<file path="config.mk">
export PLATFORM = sky130hd
export DESIGN_NAME = prc_post
export DESIGN_NICKNAME = d
export VERILOG_FILES = /design/src/prc_pkg.sv /design/src/prc_scale.sv /design/src/prc_post.sv
export SDC_FILE = /design/constraint.sdc
export NUM_CORES = 2
export LEC_CHECK = 0
export ABC_AREA = 1
export ABC_CLOCK_PERIOD_IN_PS = 8600
export BUFFER_PORTS_ARGS = -buffer_cell sky130_fd_sc_hd__buf_2
export CAP_MARGIN = 20
export CORE_MARGIN = 4
export CORE_UTILIZATION = 35
export DETAILED_ROUTE_END_ITERATION = 12
export GPL_TIMING_DRIVEN = 0
export PLACE_DENSITY_LB_ADDON = 0.3
export SLEW_MARGIN = 20
export SYNTH_ARGS = -nofsm -noshare
export SYNTH_HDL_FRONTEND = slang
export SYNTH_SLANG_ARGS = --single-unit
</file>
<file path="constraint.sdc">
create_clock -name clock -period 8.6 [get_ports clock]
set_input_delay 1.29 -clock clock [delete_from_list [all_inputs] [get_ports clock]]
set_output_delay 1.29 -clock clock [all_outputs]
set_load 0.02 [all_outputs]
</file>
<file path="src/prc_pkg.sv">
// prc_pkg: shared types and constants for the polar/rectangular converter.
// Holds the arctangent table, gain and angle constants, and the pipeline control struct.
// No dependencies.
package prc_pkg;

   localparam int GUARD_BITS = 8;
   localparam int ANGLE_W    = 32;
   localparam int ATAN_DEPTH = 32;

   typedef enum logic {
      REQ_TO_POLAR = 1'b0,
      REQ_TO_RECT  = 1'b1
   } req_kind_type;

   typedef struct packed {
      logic valid;
      logic to_rect;
      logic origin;
   } pipe_ctl_type;

   // inverse CORDIC gain, scaled by 2^32
   localparam logic [31:0] INV_GAIN   = 32'd2608131497;
   localparam logic [31:0] ROUND_HALF = 32'h0080_0000;

   localparam logic [ANGLE_W-1:0]        HALF_TURN    = 32'h8000_0000;
   localparam logic signed [ANGLE_W-1:0] QUARTER_TURN = 32'sh4000_0000;

   // atan(2^-i) in binary angle units, 2^32 per turn
   localparam logic [ANGLE_W-1:0] ATAN_TAB [0:ATAN_DEPTH-1] = '{
      32'h20000000, 32'h12E4051E, 32'h09FB385B, 32'h051111D4,
      32'h028B0D43, 32'h0145D7E1, 32'h00A2F61E, 32'h00517C55,
      32'h0028BE53, 32'h00145F2F, 32'h000A2F98, 32'h000517CC,
      32'h00028BE6, 32'h000145F3, 32'h0000A2FA, 32'h0000517D,
      32'h000028BE, 32'h0000145F, 32'h00000A30, 32'h00000518,
      32'h0000028C, 32'h00000146, 32'h000000A3, 32'h00000051,
      32'h00000029, 32'h00000014, 32'h0000000A, 32'h00000005,
      32'h00000003, 32'h00000001, 32'h00000001, 32'h00000000
   };

endpackage

</file>
<file path="src/prc_scale.sv">
// prc_scale: removes the CORDIC gain and the guard bits from one coordinate.
// Three register stages: magnitude, split product, round and restore sign. Uses prc_pkg.
module prc_scale
   import prc_pkg::*;
#(
   parameter int XW = 28
) (
   input  logic                   clock,
   input  logic signed [XW-1:0]   in_value,
   output logic signed [XW-7:0]   out_value
);

   localparam int QW = XW - 6;
   localparam int HW = XW + 16;
   localparam int TW = XW + 17;

   logic              neg1_ff, neg2_ff;
   logic [XW-1:0]     mag_ff, mag_in;
   logic [HW-1:0]     hi_ff, hi_in;
   logic [47:0]       lo_ff, lo_in;
   logic [TW-1:0]     sum;
   logic [TW-1:0]     rounded;
   logic [QW-1:0]     quot;
   logic signed [QW-1:0] res_ff, res_in;

   always_comb begin
      mag_in  = in_value[XW-1] ? XW'(-in_value) : XW'(in_value);
      hi_in   = HW'(mag_ff[XW-1:16]) * HW'(INV_GAIN);
      lo_in   = 48'(mag_ff[15:0]) * 48'(INV_GAIN);
      sum     = TW'(hi_ff) + TW'(lo_ff[47:16]);
      rounded = sum + TW'(ROUND_HALF);
      quot    = QW'(rounded[TW-1:24]);
      res_in  = neg2_ff ? -$signed(quot) : $signed(quot);
   end

   always_ff @(posedge clock) begin
      neg1_ff <= in_value[XW-1];
      mag_ff  <= mag_in;
      neg2_ff <= neg1_ff;
      hi_ff   <= hi_in;
      lo_ff   <= lo_in;
      res_ff  <= res_in;
   end

   assign out_value = res_ff;

endmodule

</file>
<file path="src/prc_post.sv">
// prc_post: output end of the converter; gain removal, angle rounding, clipping.
// Instantiates two prc_scale units; uses prc_pkg.
module prc_post
   import prc_pkg::*;
#(
   parameter int DW = 16,
   parameter int XW = 28
) (
   input  logic                   clock,
   input  logic                   reset,
   input  pipe_ctl_type           in_ctl,
   input  logic signed [XW-1:0]   in_x,
   input  logic signed [XW-1:0]   in_y,
   input  logic [ANGLE_W-1:0]     in_z,
   output logic                   out_strobe,
   output logic signed [DW:0]     out_first,
   output logic signed [DW-1:0]   out_second,
   output logic                   out_saturated
);

   localparam int QW        = XW - 6;
   localparam int DLY       = 3;
   localparam int ANG_SHIFT = ANGLE_W - DW;
   localparam logic [ANGLE_W-1:0] ANG_HALF = (ANGLE_W'(1) << ANG_SHIFT) >> 1;
   localparam logic signed [QW-1:0] S_MAX_Q = {{(QW-DW+1){1'b0}}, {(DW-1){1'b1}}};
   localparam logic signed [QW-1:0] S_MIN_Q = {{(QW-DW+1){1'b1}}, {(DW-1){1'b0}}};
   localparam logic signed [QW-1:0] U_MAX_Q = {{(QW-DW){1'b0}}, {DW{1'b1}}};

   pipe_ctl_type            ctl_dly_ff [DLY];
   logic [ANGLE_W-1:0]      z_dly_ff   [DLY];
   logic signed [QW-1:0]    qx, qy;
   logic signed [QW-1:0]    x_clip, y_clip, mag_clip;
   logic [ANGLE_W-1:0]      z_round;
   logic                    strobe_ff;
   logic signed [DW:0]      first_ff, first_in;
   logic signed [DW-1:0]    second_ff, second_in;
   logic                    sat_ff, sat_in;
   pipe_ctl_type            ctl_last;

   prc_scale #(.XW(XW)) u_scale_x (
      .clock     (clock),
      .in_value  (in_x),
      .out_value (qx)
   );

   prc_scale #(.XW(XW)) u_scale_y (
      .clock     (clock),
      .in_value  (in_y),
      .out_value (qy)
   );

   always_ff @(posedge clock) begin
      if (reset) begin
         for (int k = 0; k < DLY; k++) begin
            ctl_dly_ff[k].valid <= 1'b0;
         end
         strobe_ff <= 1'b0;
      end else begin
         ctl_dly_ff[0] <= in_ctl;
         for (int k = 1; k < DLY; k++) begin
            ctl_dly_ff[k] <= ctl_dly_ff[k-1];
         end
         strobe_ff <= ctl_dly_ff[DLY-1].valid;
      end
   end

   always_ff @(posedge clock) begin
      z_dly_ff[0] <= in_z;
      for (int k = 1; k < DLY; k++) begin
         z_dly_ff[k] <= z_dly_ff[k-1];
      end
      first_ff  <= first_in;
      second_ff <= second_in;
      sat_ff    <= sat_in;
   end

   always_comb begin
      ctl_last = ctl_dly_ff[DLY-1];
      z_round  = z_dly_ff[DLY-1] + ANG_HALF;
      sat_in   = 1'b0;
      x_clip   = qx;
      y_clip   = qy;
      mag_clip = qx;
      if (qx > S_MAX_Q) begin
         x_clip = S_MAX_Q;
      end else if (qx < S_MIN_Q) begin
         x_clip = S_MIN_Q;
      end
      if (qy > S_MAX_Q) begin
         y_clip = S_MAX_Q;
      end else if (qy < S_MIN_Q) begin
         y_clip = S_MIN_Q;
      end
      if (qx > U_MAX_Q) begin
         mag_clip = U_MAX_Q;
      end else if (qx[QW-1]) begin
         mag_clip = '0;
      end
      priority if (ctl_last.to_rect) begin
         sat_in    = (x_clip != qx) || (y_clip != qy);
         first_in  = (DW+1)'(x_clip);
         second_in = DW'(y_clip);
      end else if (ctl_last.origin) begin
         first_in  = '0;
         second_in = '0;
      end else begin
         sat_in    = (mag_clip != qx);
         first_in  = (DW+1)'(mag_clip);
         second_in = z_round[ANGLE_W-1 -: DW];
      end
   end

   assign out_strobe    = strobe_ff;
   assign out_first     = first_ff;
   assign out_second    = second_ff;
   assign out_saturated = sat_ff;

endmodule

</file>
After elaboration in Yosys (flattened, before gate mapping)
Memories as Yosys holds them, arrays and structs flattened. Index checks and enable logic that the tools add are counted.

Bits of input ports: 93. Register bits after elaboration: 323. Bits in writable memories: 105. Memories: 2. Output and inout port bits: 35. Word-level logic and storage cells: 69.

Equal/unequal tests: 3. Multiplexer cells: 22. $lt $le $gt $ge: 5. Bitwise logic cells: 3. Multiply operators: 4. Reduce and logical (&&, ||, !) cells: 1. Add/sub/neg operators: 9.

Memory list: z_dly_ff (depth 3, bits a word 32, read ports 3, clocked after Yosys merged registers in 0, write ports 3, line prc_post.sv:30) `logic [ANGLE_W-1:0] z_dly_ff [DLY];`; ctl_dly_ff (depth 3, bits a word 3, read ports 3, clocked after Yosys merged registers in 0, write ports 3, line prc_post.sv:29) `pipe_ctl_type ctl_dly_ff [DLY];`.

Operator list (number): 16-bit by 32-bit multiplier with 48-bit output (second input constant) (2); 44-bit by 32-bit adder with 45-bit output (2); 45-bit by 24-bit adder with 45-bit output (second input constant) (2); 12-bit by 32-bit multiplier with 44-bit output (second input constant) (2); 22-bit 2-to-1 mux (4); 21-bit 2-to-1 mux (4); 22-bit != test (3); 28-bit negation (2); 27-bit 2-to-1 mux (2); 22-bit by 16-bit > comparator with 1-bit output (second input constant) (2); 22-bit by 16-bit < comparator with 1-bit output (second input constant) (2); 21-bit negation with 22-bit output (2); 17-bit 2-to-1 mux (2); 32-bit by 16-bit adder with 32-bit output (second input constant) (1); 16-bit 2-to-1 mux (2); 22-bit by 17-bit > comparator with 1-bit output (second input constant) (1); 1-bit 2-to-1 mux (8); 1-bit OR (3); 1-bit logical OR (1).

Depth between registers and ports, before layout
Depth in word-level cells: 6. Mapped depth: 29. Gate-level depth less buffers: 29.

Cells and area by module
From an unflattened synthesis, not the netlist that was laid out.

Cells, all modules: 6136. Area total of the unflattened synthesis: 48526.5 um2.

Modules (own cells, without submodules): prc_scale (u_scale_x) (area each 22614.2 um2, sequential area each 2562.5 um2, times used 1, cells an instance 2875); prc_scale (u_scale_y) (area each 22574.2 um2, sequential area each 2562.5 um2, times used 1, cells an instance 2862); prc_post (area each 3338.2 um2, sequential area each 1961.9 um2, times used 1, cells an instance 399).

Worst setup path before layout
No wires, ideal clock.

Path type: reg2reg. From: reg u_scale_x.mag_ff[8]. To: reg u_scale_x.lo_ff[32]. Clock period less this slack: 5.376 ns. Slack: 3.224 ns. Required time: 8.488 ns. Cell stages (with the launch flop): 21. Data arrival time: 5.263 ns. Setup time: 0.112 ns. Path buffers: 0. Path through: dfxtp_1 -> fa_1 -> fa_1 -> inv_1 -> fa_1 -> inv_1 -> fa_1 -> fa_1 -> inv_1 -> fa_1 -> inv_1 -> ha_1 -> nand2_1 -> nor2_1 -> inv_1 -> o31ai_1 -> a21oi_1 -> o21ai_0 -> nand2_1 -> nand3_1 -> nand2_1.

Cells in the longest elaborated chain, start to end: 1.

Ends and longest elaborated chain: from (decl) (line prc_scale.sv:18) `logic [XW-1:0] mag_ff, mag_in;`; from (signal assigned) (line prc_scale.sv:38) `mag_ff <= mag_in;`; 16-bit by 32-bit multiplier with 48-bit output (line prc_scale.sv:29) `lo_in = 48'(mag_ff[15:0]) * 48'(INV_GAIN);`; named net u_scale_x.lo_in[32] (line prc_scale.sv:20) `logic [47:0] lo_ff, lo_in;`; to (signal assigned) (line prc_scale.sv:41) `lo_ff <= lo_in;`; to (decl) (line prc_scale.sv:20).

The timed path passes the listed nets, and every way through them passes these cells. A chain may end at the register's enable or synchronous reset.

Worst setup path in the final report
From: reg u_scale_y.mag_ff[14]. To: reg u_scale_y.lo_ff[34].

Cells in the longest elaborated chain, start to end: 1.

Ends and longest elaborated chain (line): from (decl) (prc_scale.sv:18); from (signal assigned) (prc_scale.sv:38); 16-bit by 32-bit multiplier with 48-bit output (prc_scale.sv:29); named net u_scale_y.lo_in[34] (prc_scale.sv:20); to (signal assigned) (prc_scale.sv:41); to (decl) (prc_scale.sv:20).

The timed path passes the listed nets, and every way through them passes these cells.

==> flow_summary_export.csv <==
group,metric,value,unit
timing,skew,26.8,ps
cts,cts_max_level,2,
synth,synth_warnings,0,
global_route,grt-ovfl-total,0,
timing,min_period,6700,ps
cts,hold_buffers,0,
cts,clock_latency,620,ps
global_route,antenna_found_initial,1,
placed_design,place_ws,1960,ps
global_route,grt_max_degree,16,
timing,tns,0,ps
synth,ys_types,67,
floorplanning,io_pins,128,
synth,synth_seq_cells,351,
cells_and_area,layout.cells.non_filler,7865,
route,remaining_drc_errors,0,
synth,synthTopCellsByArea,"fa_1, ha_1, dfxtp_1",
critical_path,critPathArrivalTime,7210,ps
cts,cts_resized,0,
route,vias,37100,
timing,finalSetupViolations,0,
critical_path,crit_required,9110,ps
hold_path,worstHoldPathType,"reg2reg",
cts,cts.sinks,351,
timing,slew-limit-headroom,38.2,%
global_route,grt_pass1_wl,211000,um
critical_path,start_kind,"flip-flop",
synth,synth_edf_count,6,
critical_path,crit_top_cell,"ha_1",
synth,ys_async_sr_fraction,0,%
route,drt_iter0_drc,1806,
cells_and_area,antenna_cells,0,
timing,fmax,0.149,GHz
placed_design,port_buffers,112,
cts,cts_buffer_depth,3,
route,totalWireLength,131000,um
synth,syn_nets,7322,
synth,synth_cells,5901,
synth,synth_flop_cell,"dfxtp_1",
timing,timing.final.crit_share,77.9,%
global_route,grt_pass1_vias,39300,
cts,path_clk_slew,80,ps
synth,syn_area_per_cell,8.07,sq um
critical_path,critical-path-max-stage-delay,830,ps
timing,worst_slack,1900,ps
floorplanning,initial_utilization,35.2,%
cts,cts_made_buffers,39,
timing,grt_setup_unrepaired,"no",
critical_path,cp_max_fo,11,
cells_and_area,final_util,38.3,%
synth,synth_area,47600,sq um
floorplanning,die_w,377,um
cells_and_area,n_fill_cell,14100,
floorplanning,fp.dieH,377,um
cts,cts_setup_buffers,0,
critical_path,timing.critical_path.buf_inv,3,
critical_path,path_cells,"inv_1, ha_1, xnor2_1, ha_1, nor2_1, nor2_1, ha_1, or2_2, fa_1, fa_1, inv_1, fa_1, inv_1, ha_1, nand2_1, nor2_1, nand2_1, nor4_1, a21oi_1, o21ai_0, xor2_1",
cells_and_area,num-nets-final,7475,
route,antenna_left,0,
cells_and_area,area_delta_synth_final,8.93,%
floorplanning,coreArea,135000,sq um
critical_path,worstSetupPathType,"reg2reg",
critical_path,crit_path_top_delay_cell,"dfxtp_1",
timing,finalMaxSlewViolations,0,
route,post_drt_wl_per_cell,16.7,um
cells_and_area,drive_gt1_share,5.06,%
placed_design,dp_hpwl,117000,um
critical_path,end_kind,"flip-flop",
global_route,track_usage,18.8,%
floorplanning,fp.dieArea,142000,sq um
route,drtPass1Iterations,5,
timing,tightest_slew,925,ps
placed_design,dpl.cell_count,7794,
synth,yosysSeqAreaShare,14.9,%
status,status,"finished clean",
cts,tritoncts,"yes",
route,viasPerCell,4.72,
floorplanning,rows,135,
critical_path,cp_top_family,"adder cells",
placed_design,place_congestion,0.938,
synth,synth_top_area_share,26.3,%
job,cap_violations,0,
timing,hold_viol,0,
cts,cts_root_buffer,"clkbuf_16",
synth,yosys.area.top_type,"fa_1",
final timing paths:
kind	startpoint	to	slack, ps	depth (start not counted)
worst max-delay path	u_scale_y.mag_ff[14]	u_scale_y.lo_ff[34]	1900	21
worst min-delay path	z_dly_ff[0][58]	z_dly_ff[0][90]	320	0
worst max register to register	u_scale_y.mag_ff[14]	u_scale_y.lo_ff[34]	1900	21
worst min register to register	z_dly_ff[0][58]	z_dly_ff[0][90]	320	0
routing by layer:
layer	GRT usage [%]	part of all wire, %	wire length [um]
met1	23.3	44	57100
met2	33.6	49	64000
met3	2.38	3.8	4960
met4	6.37	3.8	4980
met5	0	0	0
cell type report:
cell class                      count  area, sq um  area share [%]
Inverter                         1511         5670            10.9
Clock inverter                     21          347           0.668
Timing Repair Buffer              112          561            1.08
Sequential cell                   351         7090            13.7
Buffer                             23         87.6           0.169
Clock buffer                       50         1120            2.16
Multi-Input combinational cell   4016        34800            67.0
Tap cell                         1781         2230            4.30
registers in the layout (all words and copies together), names as in the netlist, 9 cells and up:
signal and count:
u_scale_y.out_value 22, u_scale_x.hi_ff 44, u_scale_x.out_value 22, u_scale_x.lo_ff 32, ctl_dly_ff 9, z_dly_ff 51, u_scale_y.hi_ff 44, u_scale_x.mag_ff 28
out_first 17, u_scale_y.lo_ff 32, out_second 16, u_scale_y.mag_ff 28
synth_stat cells, drive strengths merged, types with 26 or more instances:
cell type  number
dfxtp         345
nor4           28
ha            703
nand3         145
nand4          55
inv          1506
o21ai         226
a21o           26
nor3           50
nand2         990
a31oi          32
xor2          164
a21oi         330
fa            625
nor2          430
xnor2          69
layout by cell type (no fill, tap or decap), types with 68 or more instances in the layout:
cell	instances
a21oi_1	328
buf_2	113
dfxtp_1	345
fa_1	625
ha_1	703
inv_1	1487
nand2_1	962
nand3_1	142
nor2_1	396
o21ai_0	199
xnor2_1	68
xor2_1	163
logic make-up after synthesis:
kind of cell / synth area share (%)
buffers and inverters: 12.1
AND/OR/NAND/NOR: 15.7
XOR/XNOR: 4.32
adder cells (fa/ha/maj): 44.7
flip-flops: 14.9
AO/OA/AOI/OAI: 8.24
metrics by stage:
stage / hold WS, ps / cell area, sq um
floorplan: 310 / 47600
global placement: 313 / 50400
detailed placement: 312 / 50400
CTS: 326 / 51900
global route: 334 / 51900
finish: 323 / 51900
Power is not shown: default switching activity piles up to over one toggle a cycle in this logic, so the estimate is an artifact.
